## src/resp_command_parser_assert.svh

```systemverilog
// Assertion macros for the RESP parser
`ifndef RESP_COMMAND_PARSER_ASSERT_SVH
`define RESP_COMMAND_PARSER_ASSERT_SVH
`define RCP_ASSERT_IMPL(lbl, a, c) \
    lbl: assert property (@(posedge clk) disable iff (!rst_n) (a) |-> (c)) \
        else $error("assertion failed");
`define RCP_ASSERT_NEXT(lbl, a, c) \
    lbl: assert property (@(posedge clk) disable iff (!rst_n) (a) |=> (c)) \
        else $error("assertion failed");
`endif

```

## src/rcp_pkg.sv

```systemverilog
`default_nettype none
package rcp_pkg;
    localparam int STACK_DEPTH = 8;
    localparam int SL_W = $clog2(STACK_DEPTH + 1);
    localparam int SI_W = (STACK_DEPTH > 1) ? $clog2(STACK_DEPTH) : 1;

    localparam logic [7:0] CH_STAR = 8'h2A;
    localparam logic [7:0] CH_DOLLAR = 8'h24;
    localparam logic [7:0] CH_COLON = 8'h3A;
    localparam logic [7:0] CH_CR = 8'h0D;
    localparam logic [7:0] CH_MINUS = 8'h2D;
    localparam logic [7:0] CH_0 = 8'h30;
    localparam logic [7:0] CH_9 = 8'h39;

    localparam logic [1:0] CFG_MAX_ARRAY = 2'd0;
    localparam logic [1:0] CFG_MAX_STRING = 2'd1;
    localparam logic [1:0] CFG_MAX_LINE = 2'd2;

    localparam logic [32:0] MAG_LIMIT = 33'h1_0000_0000 >> 1;
    localparam logic [31:0] NO_LENGTH = 32'hFFFF_FFFF;

    typedef enum logic [1:0]
    {
        K_PAYLOAD = 2'd0,
        K_ACCEPT = 2'd1,
        K_COMPLETE = 2'd2,
        K_ERROR = 2'd3
    } kind_t;

    typedef enum logic [2:0]
    {
        M_IDLE,
        M_ARRAY,
        M_STRHDR,
        M_INT,
        M_DATA
    } mode_t;

    typedef struct packed
    {
        logic is_cr;
        logic is_digit;
        logic is_minus;
        logic is_star;
        logic is_dollar;
        logic is_colon;
        logic [3:0] digit;
        logic [7:0] value;
    } cls_t;
endpackage
`default_nettype wire

```

## src/rcp_front.sv

```systemverilog
`default_nettype none
module rcp_front
(
    input wire logic clk,
    input wire logic rst_n,
    input wire logic valid_in,
    output logic stall_in,
    input wire logic [7:0] in_byte,
    output logic q_valid,
    input wire logic q_stall,
    output rcp_pkg::cls_t q_item
);
    import rcp_pkg::*;

    // two-entry queue of classified bytes
    cls_t mem_reg [2];
    logic wp_reg, wp_next, rp_reg, rp_next;
    logic [1:0] cnt_reg, cnt_next;
    cls_t c;
    logic push, pop;

    always_comb
    begin
        c.value = in_byte;
        c.is_cr = (in_byte == CH_CR);
        c.is_digit = (in_byte >= CH_0) && (in_byte <= CH_9);
        c.is_minus = (in_byte == CH_MINUS);
        c.is_star = (in_byte == CH_STAR);
        c.is_dollar = (in_byte == CH_DOLLAR);
        c.is_colon = (in_byte == CH_COLON);
        c.digit = 4'(in_byte - CH_0);
    end

    assign stall_in = (cnt_reg == 2'd2);
    assign push = valid_in && !stall_in;
    assign q_valid = (cnt_reg != 2'd0);
    assign pop = q_valid && !q_stall;
    assign q_item = mem_reg[rp_reg];
    assign wp_next = wp_reg ^ push;
    assign rp_next = rp_reg ^ pop;
    assign cnt_next = 2'(cnt_reg + {1'b0, push} - {1'b0, pop});

    always_ff @(posedge clk)
    begin
        if (push)
        begin
            mem_reg[wp_reg] <= c;
        end
    end

    always_ff @(posedge clk or negedge rst_n)
    begin
        if (!rst_n)
        begin
            wp_reg <= 1'b0;
            rp_reg <= 1'b0;
            cnt_reg <= 2'd0;
        end
        else
        begin
            wp_reg <= wp_next;
            rp_reg <= rp_next;
            cnt_reg <= cnt_next;
        end
    end
endmodule
`default_nettype wire

```

## src/rcp_back.sv

```systemverilog
`default_nettype none
module rcp_back
(
    input wire logic clk,
    input wire logic rst_n,
    input wire logic q_valid,
    output logic q_stall,
    input wire rcp_pkg::cls_t q_item,
    input wire logic [10:0] max_array_count,
    input wire logic [29:0] max_string_length,
    input wire logic [12:0] max_line_length,
    output logic valid,
    input wire logic stall,
    output logic [1:0] kind,
    output logic [7:0] data_byte,
    output logic signed [31:0] code,
    output logic [29:0] string_length,
    output logic err_o
);
    import rcp_pkg::*;

    logic err_reg, err_next;
    mode_t mode_reg, mode_next;
    logic acr_reg, acr_next;
    logic [32:0] acc_reg, acc_next;
    logic sign_reg, sign_next, dig_reg, dig_next, bad_reg, bad_next;
    logic [12:0] lc_reg, lc_next;
    logic [10:0] el_reg, el_next;
    logic [31:0] exp_reg, exp_next;
    logic [10:0] stk_reg [STACK_DEPTH];
    logic [SL_W-1:0] sl_reg, sl_next;
    logic [31:0] lcode_reg, lcode_next;
    logic [29:0] llen_reg, llen_next;
    logic ov_reg, ov_next;
    logic [1:0] okind_reg, okind_next;
    logic [7:0] odata_reg, odata_next;
    logic push_w;
    logic [10:0] push_val;

    logic take, emit;
    logic [1:0] ekind;
    logic [7:0] edata;
    logic [35:0] acc10;
    logic num_ok, num_neg;
    logic [31:0] num_val;
    logic [10:0] el_dec;
    logic ed_complete;

    assign q_stall = ov_reg && stall;
    assign take = q_valid && !q_stall;
    assign err_o = err_reg;

    assign acc10 = {3'b0, acc_reg} * 36'd10 + {32'b0, q_item.digit};
    assign num_ok = !bad_reg && dig_reg &&
        (sign_reg ? (acc_reg <= MAG_LIMIT) : (acc_reg < MAG_LIMIT));
    assign num_neg = sign_reg && (acc_reg != 33'd0);
    assign num_val = sign_reg ? (32'd0 - acc_reg[31:0]) : acc_reg[31:0];
    assign el_dec = (el_reg != 11'd0) ? (el_reg - 11'd1) : 11'd0;
    assign ed_complete = (el_dec == 11'd0) && (sl_reg == '0);

    always_comb
    begin
        err_next = err_reg; mode_next = mode_reg; acr_next = acr_reg;
        acc_next = acc_reg; sign_next = sign_reg; dig_next = dig_reg;
        bad_next = bad_reg; lc_next = lc_reg; el_next = el_reg;
        exp_next = exp_reg; sl_next = sl_reg; lcode_next = lcode_reg;
        llen_next = llen_reg; push_w = 1'b0; push_val = el_dec;
        emit = 1'b0; ekind = K_ERROR; edata = 8'd0;
        if (!take)
        begin
        end
        else if (err_reg)
        begin
            emit = 1'b1;
        end
        else if (acr_reg)
        begin
            acr_next = 1'b0;
        end
        else if (!q_item.is_cr)
        begin
            if (lc_reg >= max_line_length)
            begin
                emit = 1'b1; err_next = 1'b1;
            end
            else if (mode_reg == M_IDLE)
            begin
                lc_next = 13'd1; acc_next = '0;
                sign_next = 1'b0; dig_next = 1'b0; bad_next = 1'b0;
                if (q_item.is_star)
                begin
                    mode_next = M_ARRAY;
                    if (el_reg != 11'd0)
                    begin
                        el_next = el_dec;
                        if (el_dec != 11'd0)
                        begin
                            if (sl_reg >= SL_W'(STACK_DEPTH))
                            begin
                                emit = 1'b1; err_next = 1'b1;
                            end
                            else
                            begin
                                push_w = 1'b1;
                                sl_next = sl_reg + 1'b1;
                                el_next = '0;
                            end
                        end
                    end
                end
                else if (q_item.is_dollar) mode_next = M_STRHDR;
                else if (q_item.is_colon) mode_next = M_INT;
                else
                begin
                    emit = 1'b1; err_next = 1'b1;
                end
            end
            else if (mode_reg == M_DATA)
            begin
                lc_next = lc_reg + 13'd1;
                emit = 1'b1; ekind = K_PAYLOAD; edata = q_item.value;
            end
            else
            begin
                lc_next = lc_reg + 13'd1;
                if (q_item.is_digit)
                begin
                    dig_next = 1'b1;
                    if (acc10 > {3'b0, MAG_LIMIT})
                    begin
                        bad_next = 1'b1; acc_next = MAG_LIMIT + 33'd1;
                    end
                    else acc_next = acc10[32:0];
                end
                else if (q_item.is_minus && lc_reg == 13'd1) sign_next = 1'b1;
                else bad_next = 1'b1;
            end
        end
        else
        begin
            acr_next = 1'b1;
            if (mode_reg == M_IDLE)
            begin
                emit = 1'b1; err_next = 1'b1;
            end
            else if (mode_reg == M_DATA)
            begin
                if ({19'd0, lc_reg} != exp_reg)
                begin
                    emit = 1'b1; err_next = 1'b1;
                end
                else
                begin
                    llen_next = {17'd0, lc_reg};
                    lc_next = '0;
                    emit = 1'b1;
                    if (ed_complete)
                    begin
                        ekind = K_COMPLETE; el_next = '0; exp_next = NO_LENGTH;
                        sl_next = '0; mode_next = M_IDLE;
                    end
                    else
                    begin
                        ekind = K_ACCEPT; exp_next = NO_LENGTH; mode_next = M_IDLE;
                        if (el_dec == 11'd0)
                        begin
                            sl_next = sl_reg - 1'b1;
                            el_next = stk_reg[SI_W'(sl_reg - 1'b1)];
                        end
                        else el_next = el_dec;
                    end
                end
            end
            else
            begin
                lc_next = '0;
                if (!num_ok)
                begin
                    emit = 1'b1; err_next = 1'b1;
                end
                else if (mode_reg == M_ARRAY)
                begin
                    if (num_neg || acc_reg > {22'd0, max_array_count})
                    begin
                        emit = 1'b1; err_next = 1'b1;
                    end
                    else if (acc_reg[10:0] == 11'd0)
                    begin
                        emit = 1'b1; ekind = K_COMPLETE; el_next = '0;
                        exp_next = NO_LENGTH; sl_next = '0; mode_next = M_IDLE;
                    end
                    else
                    begin
                        el_next = acc_reg[10:0]; mode_next = M_IDLE;
                    end
                end
                else if (mode_reg == M_STRHDR)
                begin
                    if (!num_neg && acc_reg > {3'd0, max_string_length})
                    begin
                        emit = 1'b1; err_next = 1'b1;
                    end
                    else if (num_val == NO_LENGTH)
                    begin
                        emit = 1'b1; ekind = K_COMPLETE; el_next = '0;
                        exp_next = NO_LENGTH; sl_next = '0; mode_next = M_IDLE;
                    end
                    else
                    begin
                        exp_next = num_val; mode_next = M_DATA;
                    end
                end
                else
                begin
                    lcode_next = num_val;
                    mode_next = M_IDLE;
                    if (ed_complete)
                    begin
                        emit = 1'b1; ekind = K_COMPLETE; el_next = '0;
                        exp_next = NO_LENGTH; sl_next = '0;
                    end
                    else if (el_dec == 11'd0)
                    begin
                        sl_next = sl_reg - 1'b1;
                        el_next = stk_reg[SI_W'(sl_reg - 1'b1)];
                    end
                    else el_next = el_dec;
                end
            end
        end
    end

    assign ov_next = emit || (ov_reg && stall);
    assign okind_next = emit ? ekind : okind_reg;
    assign odata_next = emit ? edata : odata_reg;

    assign valid = ov_reg;
    assign kind = okind_reg;
    assign data_byte = odata_reg;
    assign code = lcode_reg;
    assign string_length = llen_reg;
    // code/length hold while a result waits, as no item is taken then

    always_ff @(posedge clk)
    begin
        if (push_w)
        begin
            stk_reg[SI_W'(sl_reg)] <= push_val;
        end
        okind_reg <= okind_next;
        odata_reg <= odata_next;
    end

    always_ff @(posedge clk or negedge rst_n)
    begin
        if (!rst_n)
        begin
            err_reg <= 1'b0; mode_reg <= M_IDLE; acr_reg <= 1'b0;
            acc_reg <= '0; sign_reg <= 1'b0; dig_reg <= 1'b0; bad_reg <= 1'b0;
            lc_reg <= '0; el_reg <= '0; exp_reg <= NO_LENGTH; sl_reg <= '0;
            lcode_reg <= '0; llen_reg <= '0; ov_reg <= 1'b0;
        end
        else
        begin
            err_reg <= err_next; mode_reg <= mode_next; acr_reg <= acr_next;
            acc_reg <= acc_next; sign_reg <= sign_next; dig_reg <= dig_next;
            bad_reg <= bad_next; lc_reg <= lc_next; el_reg <= el_next;
            exp_reg <= exp_next; sl_reg <= sl_next; lcode_reg <= lcode_next;
            llen_reg <= llen_next; ov_reg <= ov_next;
        end
    end
endmodule
`default_nettype wire

```

## src/resp_command_parser.sv

```systemverilog
// An accepted byte is registered in the front queue; the back end registers its result.
// Throughput: one byte per cycle while the output is not stalled.
// A two-entry queue between front and back absorbs a stalled output.
// Reset (asynchronous, rst_n low) clears parser state and restores register defaults.
// The array count stack holds no reset value; entries are read only after a push.
`default_nettype none
module resp_command_parser
(
    input wire logic clk,
    input wire logic rst_n,
    input wire logic valid_in,
    output logic stall_in,
    input wire logic [7:0] in_byte,
    output logic valid,
    input wire logic stall,
    output logic [1:0] kind,
    output logic [7:0] data_byte,
    output logic signed [31:0] code,
    output logic [29:0] string_length,
    input wire logic cfg_valid,
    output logic cfg_ready,
    input wire logic [1:0] cfg_index,
    input wire logic [29:0] cfg_data
);
    import rcp_pkg::*;

    logic q_valid, q_stall, err;
    cls_t q_item;
    logic [10:0] mac_reg;
    logic [29:0] msl_reg;
    logic [12:0] mll_reg;

    assign cfg_ready = 1'b1;

    always_ff @(posedge clk or negedge rst_n)
    begin
        if (!rst_n)
        begin
            mac_reg <= 11'd1024;
            msl_reg <= 30'd536870912;
            mll_reg <= 13'd4096;
        end
        else if (cfg_valid)
        begin
            unique case (cfg_index)
                CFG_MAX_ARRAY: mac_reg <= cfg_data[10:0];
                CFG_MAX_STRING: msl_reg <= cfg_data;
                CFG_MAX_LINE: mll_reg <= cfg_data[12:0];
                default: ;
            endcase
        end
    end

    rcp_front u_front
    (
        .clk(clk), .rst_n(rst_n), .valid_in(valid_in), .stall_in(stall_in),
        .in_byte(in_byte), .q_valid(q_valid), .q_stall(q_stall), .q_item(q_item)
    );

    rcp_back u_back
    (
        .clk(clk), .rst_n(rst_n), .q_valid(q_valid), .q_stall(q_stall),
        .q_item(q_item), .max_array_count(mac_reg), .max_string_length(msl_reg),
        .max_line_length(mll_reg), .valid(valid), .stall(stall), .kind(kind),
        .data_byte(data_byte), .code(code), .string_length(string_length),
        .err_o(err)
    );

`include "resp_command_parser_assert.svh"
    `RCP_ASSERT_NEXT(a_err_sticky, err, err)
    `RCP_ASSERT_IMPL(a_err_kind, err && valid && $past(err), kind == K_ERROR)
endmodule
`default_nettype wire
```

## config.mk

```make
export PLATFORM = sky130hd
export DESIGN_NAME = resp_command_parser
export DESIGN_NICKNAME = d
export VERILOG_FILES = /design/src/rcp_pkg.sv /design/src/rcp_front.sv /design/src/rcp_back.sv /design/src/resp_command_parser.sv
export VERILOG_INCLUDE_DIRS = /design/src /design/src/src
export SDC_FILE = /design/constraint.sdc
export NUM_CORES = 1
export LEC_CHECK = 0
export CORE_MARGIN = 2
export CORE_UTILIZATION = 35
export CTS_CLUSTER_DIAMETER = 30
export CTS_CLUSTER_SIZE = 40
export DETAILED_ROUTE_END_ITERATION = 12
export DONT_BUFFER_PORTS = 1
export PLACE_DENSITY_LB_ADDON = 0.15
export RECOVER_POWER = 25
export SYNTH_ARGS = -nofsm -noshare
export SYNTH_HDL_FRONTEND = slang
export SYNTH_SLANG_ARGS = --single-unit
```

## constraint.sdc

```tcl
create_clock -name clk -period 4.74 [get_ports clk]
set_input_delay 0.474 -clock clk [delete_from_list [all_inputs] [get_ports clk]]
set_output_delay 0.474 -clock clk [all_outputs]
set_load 0.005 [all_outputs]
```

==> run metrics, run 1 <==
status finished, violations left; failing checks hold timing; Setup crit start kind flop; simple logic cell fraction of the synthesized area 0.153; total wire length between 50,000 and 60,000 um; reg-to-reg slack, setup between 0.06 and 0.07 ns; Vias between 15,000 and 20,000; f_max ~0.21 GHz; num rows 88; post-DR vias/cell 5.38; Post-Synth Adder-Cell Area 0.0825; clock latency on the worst-skew pair approximately 0.61 ns; Pleak ~11 nW; path depth of the worst reg2reg path 19; Unique masters post-synth 102; CP Data Arrival Time 5.16 ns; Data required, critical path around 5.2 ns; final clock skew approximately 0.045 ns; Crit Path Class reg2reg; setup ws final ~0.068 ns; Synth top area share 0.211; initial drt markers between 1,000 and 1,500; H-Tree Level Count 3; total CTS buffers 79; fin crit period 4.67 ns; largest net degree at the start of global routing between 200 and 250; commonest non-fill, non-tap cell in the layout nand2_1; Worst VDD drop 0.263 mV; Largest delay share family, worst path simple AND/OR/NAND/NOR gates; clk sinks 331; # DRC 0; element type at the critical path end flop; Avg Inst Size Synth ~10 sq um; final setup fails 0; GPL Wtd Cong a little under 0.9; antenna cells 0; Root Driver clkbuf_16; Tot Pwr between 10 and 15 mW; top cells by area, synth dfrtp_1 (21%), edfxtp_1 (19%), ha_1 (8.0%), dfstp_2 (4.6%), mux2_2 (3.5%); XOR/XNOR share of the synthesized area 0.0456; number of flip-flops in the largest register between 80 and 90; Die Width 244 um; worst-margin pin slew between 0.9 and 1 ns; critical path cell sequence ha_4 -> ha_4 -> fa_2 -> a211oi_4 -> buf_4 -> o22ai_1 -> nor4_2 -> buf_4 -> nand3_4 -> or3_4 -> nor3_4 -> nand3_2 -> xor2_1 -> o21ai_2 -> nor4_4 -> a41oi_4 -> buf_12 -> clkbuf_16 -> o21ai_1; initial antenna violation count 0; clk buf depth 3; WL/cell between 20 and 25 um; placed cell count roughly 2,700; share of cells above drive strength 1 0.221; Detailed Place HPWL about 43,000 um; main combinational cell family by area after synthesis simple AND/OR/NAND/NOR gates; Port-buffer cells 0; overflow left after global routing 0; post-synthesis mux area share 0.0915; core area 0.0574 sq mm; maxcap violations 0; most frequent cells in the layout nand2_1 (172), dfrtp_1 (168), nor2_1 (139), edfxtp_1 (126), ha_1 (122); slowest CP cell fa_2; Hold Violations, Final approximately 200; EDFF count, synth around 130; dpl cell area ~0.021 sq mm; synthesized instance count 1,940; worst r2r src u_back.acc_reg[1]$_DFFE_PN0P_; Die ar. around 0.060 sq mm; DP Worst Slack -0.0893 ns; async set or reset register ratio after synthesis 0.619; Slew Limit Headroom 0.338; global-route wire length before repair 90,600 um; worst hold margin -0.413 ns; drt pass-1 iters 6; TritonCTS clock tree built; Nets roughly 2,200; Synth Warn # 0; Layout area overhead 23.9%; Initial Utilization 0.352; number of global-route vias before repair approximately 15,000; Slew Viols, Final 0; crit path max fanout 5; register clock-pin slew on the reported worst setup and hold paths about 0.05 ns; ys flop type dfrtp_1; slowest cell delay on critical path 0.42 ns; Routed Antenna Nets 0; Layout Cells excl Fill ~2,900; cell type with the largest total area after synthesis dfrtp_1; worst hold path class in2async; Die H 244 um; period utilisation layout 0.986; CTS Hold Bufs 36; Finished Cell Area about 0.025 sq mm; Seq cells post-synth between 300 and 400; sequential area share after synthesis 0.444; # IOs 120; Compound-Gate Fraction of Synth Area 0.137; Worst Setup SP u_back.acc_reg[1]$_DFFE_PN0P_; GRT Total Usage 0.195; reg-to-reg endpoint u_back.acc_reg[13]$_DFFE_PN0P_; mapped cell area ~0.02 sq mm; Worst Path Buf+Inv 4; power per cell area just over 400 mW/mm^2
[through the flow]
stage | TNS [ns] | utilization | hold slack [ns]
6_report | 0 | 0.436 | -0.413
2_1_floorplan | 0 | - | 0.178
4_1_cts | 0 | 0.428 | -0.465
3_5_place_dp | -0.851 | 0.372 | 0.196
3_3_place_gp | 0 | 0.372 | 0.194
5_1_grt | -1.65 | 0.436 | -0.433
[area by class of cell]
cell class	instances	area, sq um
fill	5343	32400
multi-input combinational	1420	10600
sequential	331	8960
clock buffer	90	2070
timing repair buffer	146	1270
tap	765	957
clock inverter	57	781
inverter	87	327
[timing repair]
action / CTS / global route
resized for setup: 2 / 57
pin swaps: 0 / 23
setup endpoints to repair: 30 / 63
setup buffers: 0 / 12
hold endpoints to repair: 265 / 205
gates cloned: 0 / 2
[power by group]
group | internal (mW) | total (mW) | switching (mW)
logic | 0.462 | 1.26 | 0.798
clock network | 3.88 | 5.71 | 1.82
registers | 3.23 | 3.38 | 0.148
total | 7.58 | 10.3 | 2.77
[cell usage after synthesis (8+ instances only)]
master / instances
and3_1: 20
o41ai_1: 11
nand3_1: 37
ha_1: 129
inv_1: 85
dfrtp_1: 170
nand2b_1: 16
edfxtp_1: 126
buf_2: 13
o21ai_0: 95
and2_1: 8
and4_1: 9
nand2_1: 173
mux2_1: 21
mux2_4: 9
a21o_1: 24
buf_4: 29
a31oi_1: 9
xnor2_1: 55
or3_1: 22
mux4_2: 22
o21a_1: 21
nand4_1: 34
mux2i_1: 27
o211ai_1: 12
nor3_1: 45
nor2b_1: 16
o21ai_1: 36
or2_2: 11
a211oi_1: 9
clkbuf_1: 64
mux2_2: 63
xor2_1: 50
dfstp_2: 35
o31ai_1: 13
nor4_1: 22
a21oi_1: 92
or4_1: 8
nor2_1: 140
[cells by family after synthesis]
logic type / Yosys count
multiplexers: 142
flip-flops: 331
AO/OA/AOI/OAI: 417
adder cells (fa/ha/maj): 132
AND/OR/NAND/NOR: 606
XOR/XNOR: 105
buffers and inverters: 205
other: 2
[routing by layer]
| layer | vias to the layer above | global-route usage | wire length (um) |
|---|---|---|---|
| met2 | 396 | 0.304 | 27000 |
| met4 | 0 | 0.0572 | 1020 |
| li1 | 7400 | - | - |
| met5 | - | 0 | 0 |
| met3 | 70 | 0.0361 | 2880 |
| met1 | 7714 | 0.275 | 28000 |
[worst max path at each step]
stage                                                end  slack [ns]  cells after the start
final                     u_back.acc_reg[13]$_DFFE_PN0P_        0.07                     19
after global routing       u_back.acc_reg[7]$_DFFE_PN0P_       -0.09                     19
after CTS                 u_back.acc_reg[10]$_DFFE_PN0P_        0.02                     16
after detailed placement   u_back.acc_reg[4]$_DFFE_PN0P_       -0.09                     16
after global placement     u_back.acc_reg[4]$_DFFE_PN0P_       0.001                     16
after floorplan            u_back.acc_reg[7]$_DFFE_PN0P_        0.23                     19
Power figures use the tool's default switching activity.
==> run 2: changes to the inputs <==
Settings changed: CORE_ASPECT_RATIO from default to 1.25.
==> run 2 against run 1 <==
Effect of this change:
- the flow still finishes with violations (hold timing)
- power is 7.6% lower
- critical path depth is 5 lower
- clock-buffer cell count is 3 lower
- global-route usage is 0.62 points higher
- clock power is 13% lower
- critical path type unchanged
- critical endpoint is now u_back.data_byte[4]$_SDFFCE_PP0P_
- largest cell class unchanged
- largest power group unchanged
==> run metrics, run 2 (synthesis gave the netlist of run 1 again) <==
H-Tree Level Count 3; Routed Antenna Nets 0; WL/cell 20.9 um; # IOs 120; Crit Path Class reg2reg; Tot Pwr 9.56 mW; Fill cells about 5,600; largest net degree at the start of global routing just over 200; Setup crit start kind flop; overflow left after global routing 0; Die H 272 um; cell mode on critical path buf_4; CP Data Arrival Time ~4.9 ns; global-route wire length before repair around 92,000 um; initial antenna violation count 0; DP Worst Slack -0.0779 ns; # DRC 0; critical path cell sequence buf_4 -> buf_4 -> or4_1 -> or4_4 -> o41ai_1 -> xor2_1 -> or4_1 -> nor4_2 -> and4b_2 -> a21oi_4 -> nand3_1 -> nand2_1 -> a21oi_2 -> buf_4; drt pass-1 iters 6; power per cell area ~400 mW/mm^2; path depth of the worst reg2reg path 14; slowest CP cell or4_1; reg-to-reg slack, setup roughly 0.12 ns; Pleak 10.5 nW; post-DR vias/cell between 5 and 6; initial drt markers around 1,000; fin crit period about 4.6 ns; Port-buffer cells 0; setup ws final 0.118 ns; final clock skew between 0.03 and 0.04 ns; Initial Utilization 0.353; Worst Setup SP u_back.acc_reg[3]$_DFFE_PN0P_; total wire length ~60,000 um; reg-to-reg endpoint u_back.data_byte[4]$_SDFFCE_PP0P_; Die Width approximately 220 um; Layout area overhead 21.1%; clock latency on the worst-skew pair around 0.60 ns; commonest non-fill, non-tap cell in the layout nand2_1; worst r2r src u_back.acc_reg[3]$_DFFE_PN0P_; total CTS buffers 71; Worst VDD drop 0.283 mV; number of global-route vias before repair 15,684; f_max around 0.22 GHz; core area roughly 0.057 sq mm; worst-margin pin slew around 1.1 ns; final setup fails 0; clk sinks between 300 and 400; Root Driver clkbuf_16; CTS Hold Bufs 30; crit path max fanout 11; register clock-pin slew on the reported worst setup and hold paths 0.05 ns; TritonCTS clock tree built; period utilisation layout 0.975; element type at the critical path end flop; antenna cells 0; worst hold margin -0.432 ns; Slew Limit Headroom 0.293; clk buf depth 3; Die ar. between 0.05 and 0.06 sq mm; Hold Violations, Final a little over 200; slowest cell delay on critical path roughly 0.56 ns; share of cells above drive strength 1 0.214; GPL Wtd Cong roughly 0.88; Vias 15,548; Detailed Place HPWL around 45,000 um; failing checks hold timing; GRT Total Usage 0.201; most frequent cells in the layout nand2_1 (172), dfrtp_1 (167), nor2_1 (140), edfxtp_1 (126), ha_1 (125); num rows ~100; number of flip-flops in the largest register 88; maxcap violations 0; Slew Viols, Final 0; status finished, violations left; worst hold path class in2async; Data required, critical path 5.01 ns; Nets 2,236
[run 2: changes by cell type in the layout (fill, tap and decap cells not counted), moves of 5 or more]
cell           delta
buf_4            +13
bufinv_16         -5
clkbuf_16         -9
clkinv_2          +5
clkinv_4          -7
dlygate4sd3_1     -6
o21ai_0           +5
[run 2: worst max path at each step]
stage,to,slack (ns),cells after the start
2_1_floorplan,u_back.acc_reg[7]$_DFFE_PN0P_,0.23,19
3_3_place_gp,u_back.data_byte[4]$_SDFFCE_PP0P_,0.01,14
3_5_place_dp,u_back.acc_reg[4]$_DFFE_PN0P_,-0.08,17
4_1_cts,u_back.data_byte[5]$_SDFFCE_PP0P_,0.02,12
5_1_grt,u_back.acc_reg[20]$_DFFE_PN0P_,-0.04,19
6_report,u_back.data_byte[4]$_SDFFCE_PP0P_,0.12,14
[run 2: what timing repair did]
action                     CTS  global route
pin swaps                    0            16
gates resized for setup      4            39
setup endpoints to repair   34            47
hold endpoints to repair   246           205
cloned                       0             0
buffers inserted             0             7
[run 2: power breakdown]
group          internal, mW  total [mW]  switching (mW)
clock                  3.33        4.94            1.61
sequential             3.23        3.37           0.135
combinational         0.464        1.25           0.784
[run 2: area by class of cell]
type	instances	area [sq um]	area share
Multi-Input combinational cell	1420	10600	0.432
Sequential cell	331	8960	0.367
Clock buffer	87	1930	0.0789
Timing Repair Buffer	149	1230	0.0504
Tap cell	750	938	0.0384
Clock inverter	44	495	0.0203
Inverter	87	327	0.0134
[run 2: metrics by stage]
stage                     cell area, sq um  TNS [ns]  hold slack (ns)  instances   util
after global routing                 24400    -0.220           -0.459       2868  0.428
after CTS                            24200         0           -0.466       2861  0.423
final                                24400         0           -0.432       2868  0.428
after floorplan                      20200         0            0.178       1956      -
after detailed placement             21500     -1.35            0.185       2700  0.375
after global placement               21500         0            0.184       2700  0.375
[run 2: critical path, delay by kind of cell (launching register included)]
family,cells,cell delay [ns]
simple gates,7,2.43
compound gates,3,0.71
buf+inv,3,0.58
flops,1,0.38
xor+xnor,1,0.18
[run 2: routing by layer]
metal	part of all wire	up-vias	wire, um	GRT usage
met1	0.42	7727	25200	0.249
li1	-	7369	-	-
met3	0.039	92	2320	0.0303
met4	0.027	0	1620	0.0708
met5	0	-	0	0
met2	0.51	360	30900	0.354
==> run 3: changes to the inputs <==
Settings changed: CORE_UTILIZATION 35 to 36, SLEW_MARGIN from default to 20.
==> run 3 against run 2 <==
Effect of this change:
- the flow still finishes with violations (hold timing)
- die area down 2.7%
- critical path depth up 3
- largest cell class unchanged
- non-clock buffer count down 2
- clock power up 4.9%
- highest routed layer unchanged
==> run metrics, run 3 (synthesis gave the netlist of run 1 again) <==
Seq pwr share 0.343; Initial Utilization 0.362; Root Driver clkbuf_16; Fill cells 5,277; failing checks hold timing; Hold Violations, Final ~210; RSZ-0062 raised after global routing true; number of global-route vias before repair 15,848; Data required, critical path roughly 5.2 ns; most frequent cells in the layout nand2_1 (172), dfrtp_1 (169), nor2_1 (140), ha_1 (126), edfxtp_1 (126); clk buf depth 3; clk sinks 331; drt pass-1 iters 5; internal power slightly above 7 mW; Finished Cell Area approximately 0.025 sq mm; CTS Hold Bufs 25; register clock-pin slew on the reported worst setup and hold paths 0.05 ns; worst hold margin -0.417 ns; antenna cells 0; Routed Antenna Nets 0; Pleak around 11 nW; global-route wire length before repair 92,300 um; Vias ~16,000; power per cell area between 300 and 400 mW/mm^2; worst hold path class in2async; Detailed Place HPWL 44,500 um; worst-margin pin slew 0.996 ns; status finished, violations left; initial antenna violation count 0; overflow left after global routing 0; period utilisation layout 0.970; commonest non-fill, non-tap cell in the layout nand2_1; Layout area overhead 21.8%; Slew Limit Headroom 0.317; Die H about 270 um; total negative slack 0 ns; # IOs 120; WL/cell roughly 21 um; Nets between 2,000 and 2,500; CP Data Arrival Time between 5 and 6 ns; Setup crit start kind flop; largest net degree at the start of global routing between 200 and 250; Clk network pwr share 0.529; num rows 97; crit path max fanout 6; element type at the critical path end flop; H-Tree Level Count 3; GPL Wtd Cong 0.907; Die ar. 0.0580 sq mm; Port-buffer cells 0; total CTS buffers 71; core area approximately 0.056 sq mm; Slew Viols, Final 0; final clock skew around 0.034 ns; final setup fails 0; total wire length about 60,000 um; dpl cell area 0.0214 sq mm; maxcap violations 0; Crit Path Class reg2reg; GRT Total Usage 0.206; initial drt markers between 1,000 and 1,500; number of flip-flops in the largest register a little under 90; Die Width 216 um; Worst VDD drop between 0.2 and 0.3 mV; post-DR vias/cell 5.45; share of cells above drive strength 1 0.216; clock latency on the worst-skew pair around 0.60 ns; f_max 0.218 GHz; switching power 2.61 mW; switching share of total power 0.266; combinational power share 0.129; fin crit period between 4 and 5 ns; # DRC 0; TritonCTS clock tree built
## run 3: cell count changes in the layout (fill, tap and decap cells not counted), sizes merged
cell and delta:
inv +1, clkbuf +4, clkinvlp +6, dlygate4sd3 -5
buf +1, clkinv -10, bufinv +2
## run 3: worst max-delay path, stage by stage (launching register included)
cell and delay, ns:
dfrtp_1 0.43, ha_1 0.35, ha_1 0.34, a211oi_4 0.35
nor3_1 0.14, nor2_1 0.26, o311ai_1 0.27, buf_4 0.24
or3_4 0.40, nor3_4 0.29, nand3_1 0.13, xor2_1 0.22
o21ai_0 0.20, nor4_4 0.22, a41oi_2 0.16, buf_6 0.18
buf_12 0.13, o21ai_0 0.17
## run 3: repair_timing
action,in CTS,in global routing
endpoints found under the setup margin,15,43
setup buffers,0,8
gates cloned,0,2
pin swaps,0,14
endpoints found under the hold margin,238,205
gates resized for setup,5,42
## run 3: final timing paths
| kind | startpoint | end | slack [ns] | depth (start not counted) |
|---|---|---|---|---|
| setup reg to reg | u_back.acc_reg[2]$_DFFE_PN0P_ | u_back.acc_reg[5]$_DFFE_PN0P_ | 0.14 | 17 |
| max in group asynchronous | rst_n | u_back.exp_reg[3]$_DFFE_PN1P_ | 4.80 | 0 |
| hold reg to reg | u_front.cnt_reg[1]$_DFF_PN0_ | u_front.cnt_reg[1]$_DFF_PN0_ | 0.50 | 1 |
| min in group clk | cfg_data[9] | msl_reg[9]$_DFFE_PN0P_ | 0.02 | 1 |
| setup / recovery | u_back.acc_reg[2]$_DFFE_PN0P_ | u_back.acc_reg[5]$_DFFE_PN0P_ | 0.14 | 17 |
| hold / removal | rst_n | msl_reg[17]$_DFFE_PN0P_ | -0.42 | 0 |
## run 3: final cells by class
cell class	instances	area, sq um	area share
timing repair buffer	147	1230	0.0502
multi-input combinational	1420	10600	0.431
clock inverter	43	584	0.0238
clock buffer	89	1950	0.0792
sequential	331	8960	0.365
inverter	87	327	0.0133
tap	742	928	0.0378
## run 3: metrics by stage
step	power [mW]	utilization	setup WS, ns	cells	hold WS, ns
3_3_place_gp	4.59	0.385	-0.198	2692	0.184
4_1_cts	9.87	0.435	0.0242	2849	-0.453
5_1_grt	10.2	0.441	-0.0647	2859	-0.455
6_report	9.79	0.441	0.144	2859	-0.417
3_5_place_dp	4.63	0.385	-0.264	2692	0.185
2_1_floorplan	4.22	-	0.233	1956	0.178
## run 3: routing by layer
metal,part of all wire,vias up,global-route usage
li1,-,7372,-
met1,0.42,7752,0.250
met2,0.51,371,0.372
met3,0.038,97,0.0296
met4,0.025,0,0.0708
met5,0,-,0
## run 3: power groups by stage
stage / clock network [mW] / logic (mW) / registers (mW)
final: 5.18 / 1.26 / 3.35
after global routing: 5.42 / 1.38 / 3.38
after CTS: 5.26 / 1.25 / 3.36
after detailed placement: 0 / 1.23 / 3.40
after global placement: 0 / 1.20 / 3.39
after floorplan: 0 / 0.877 / 3.35
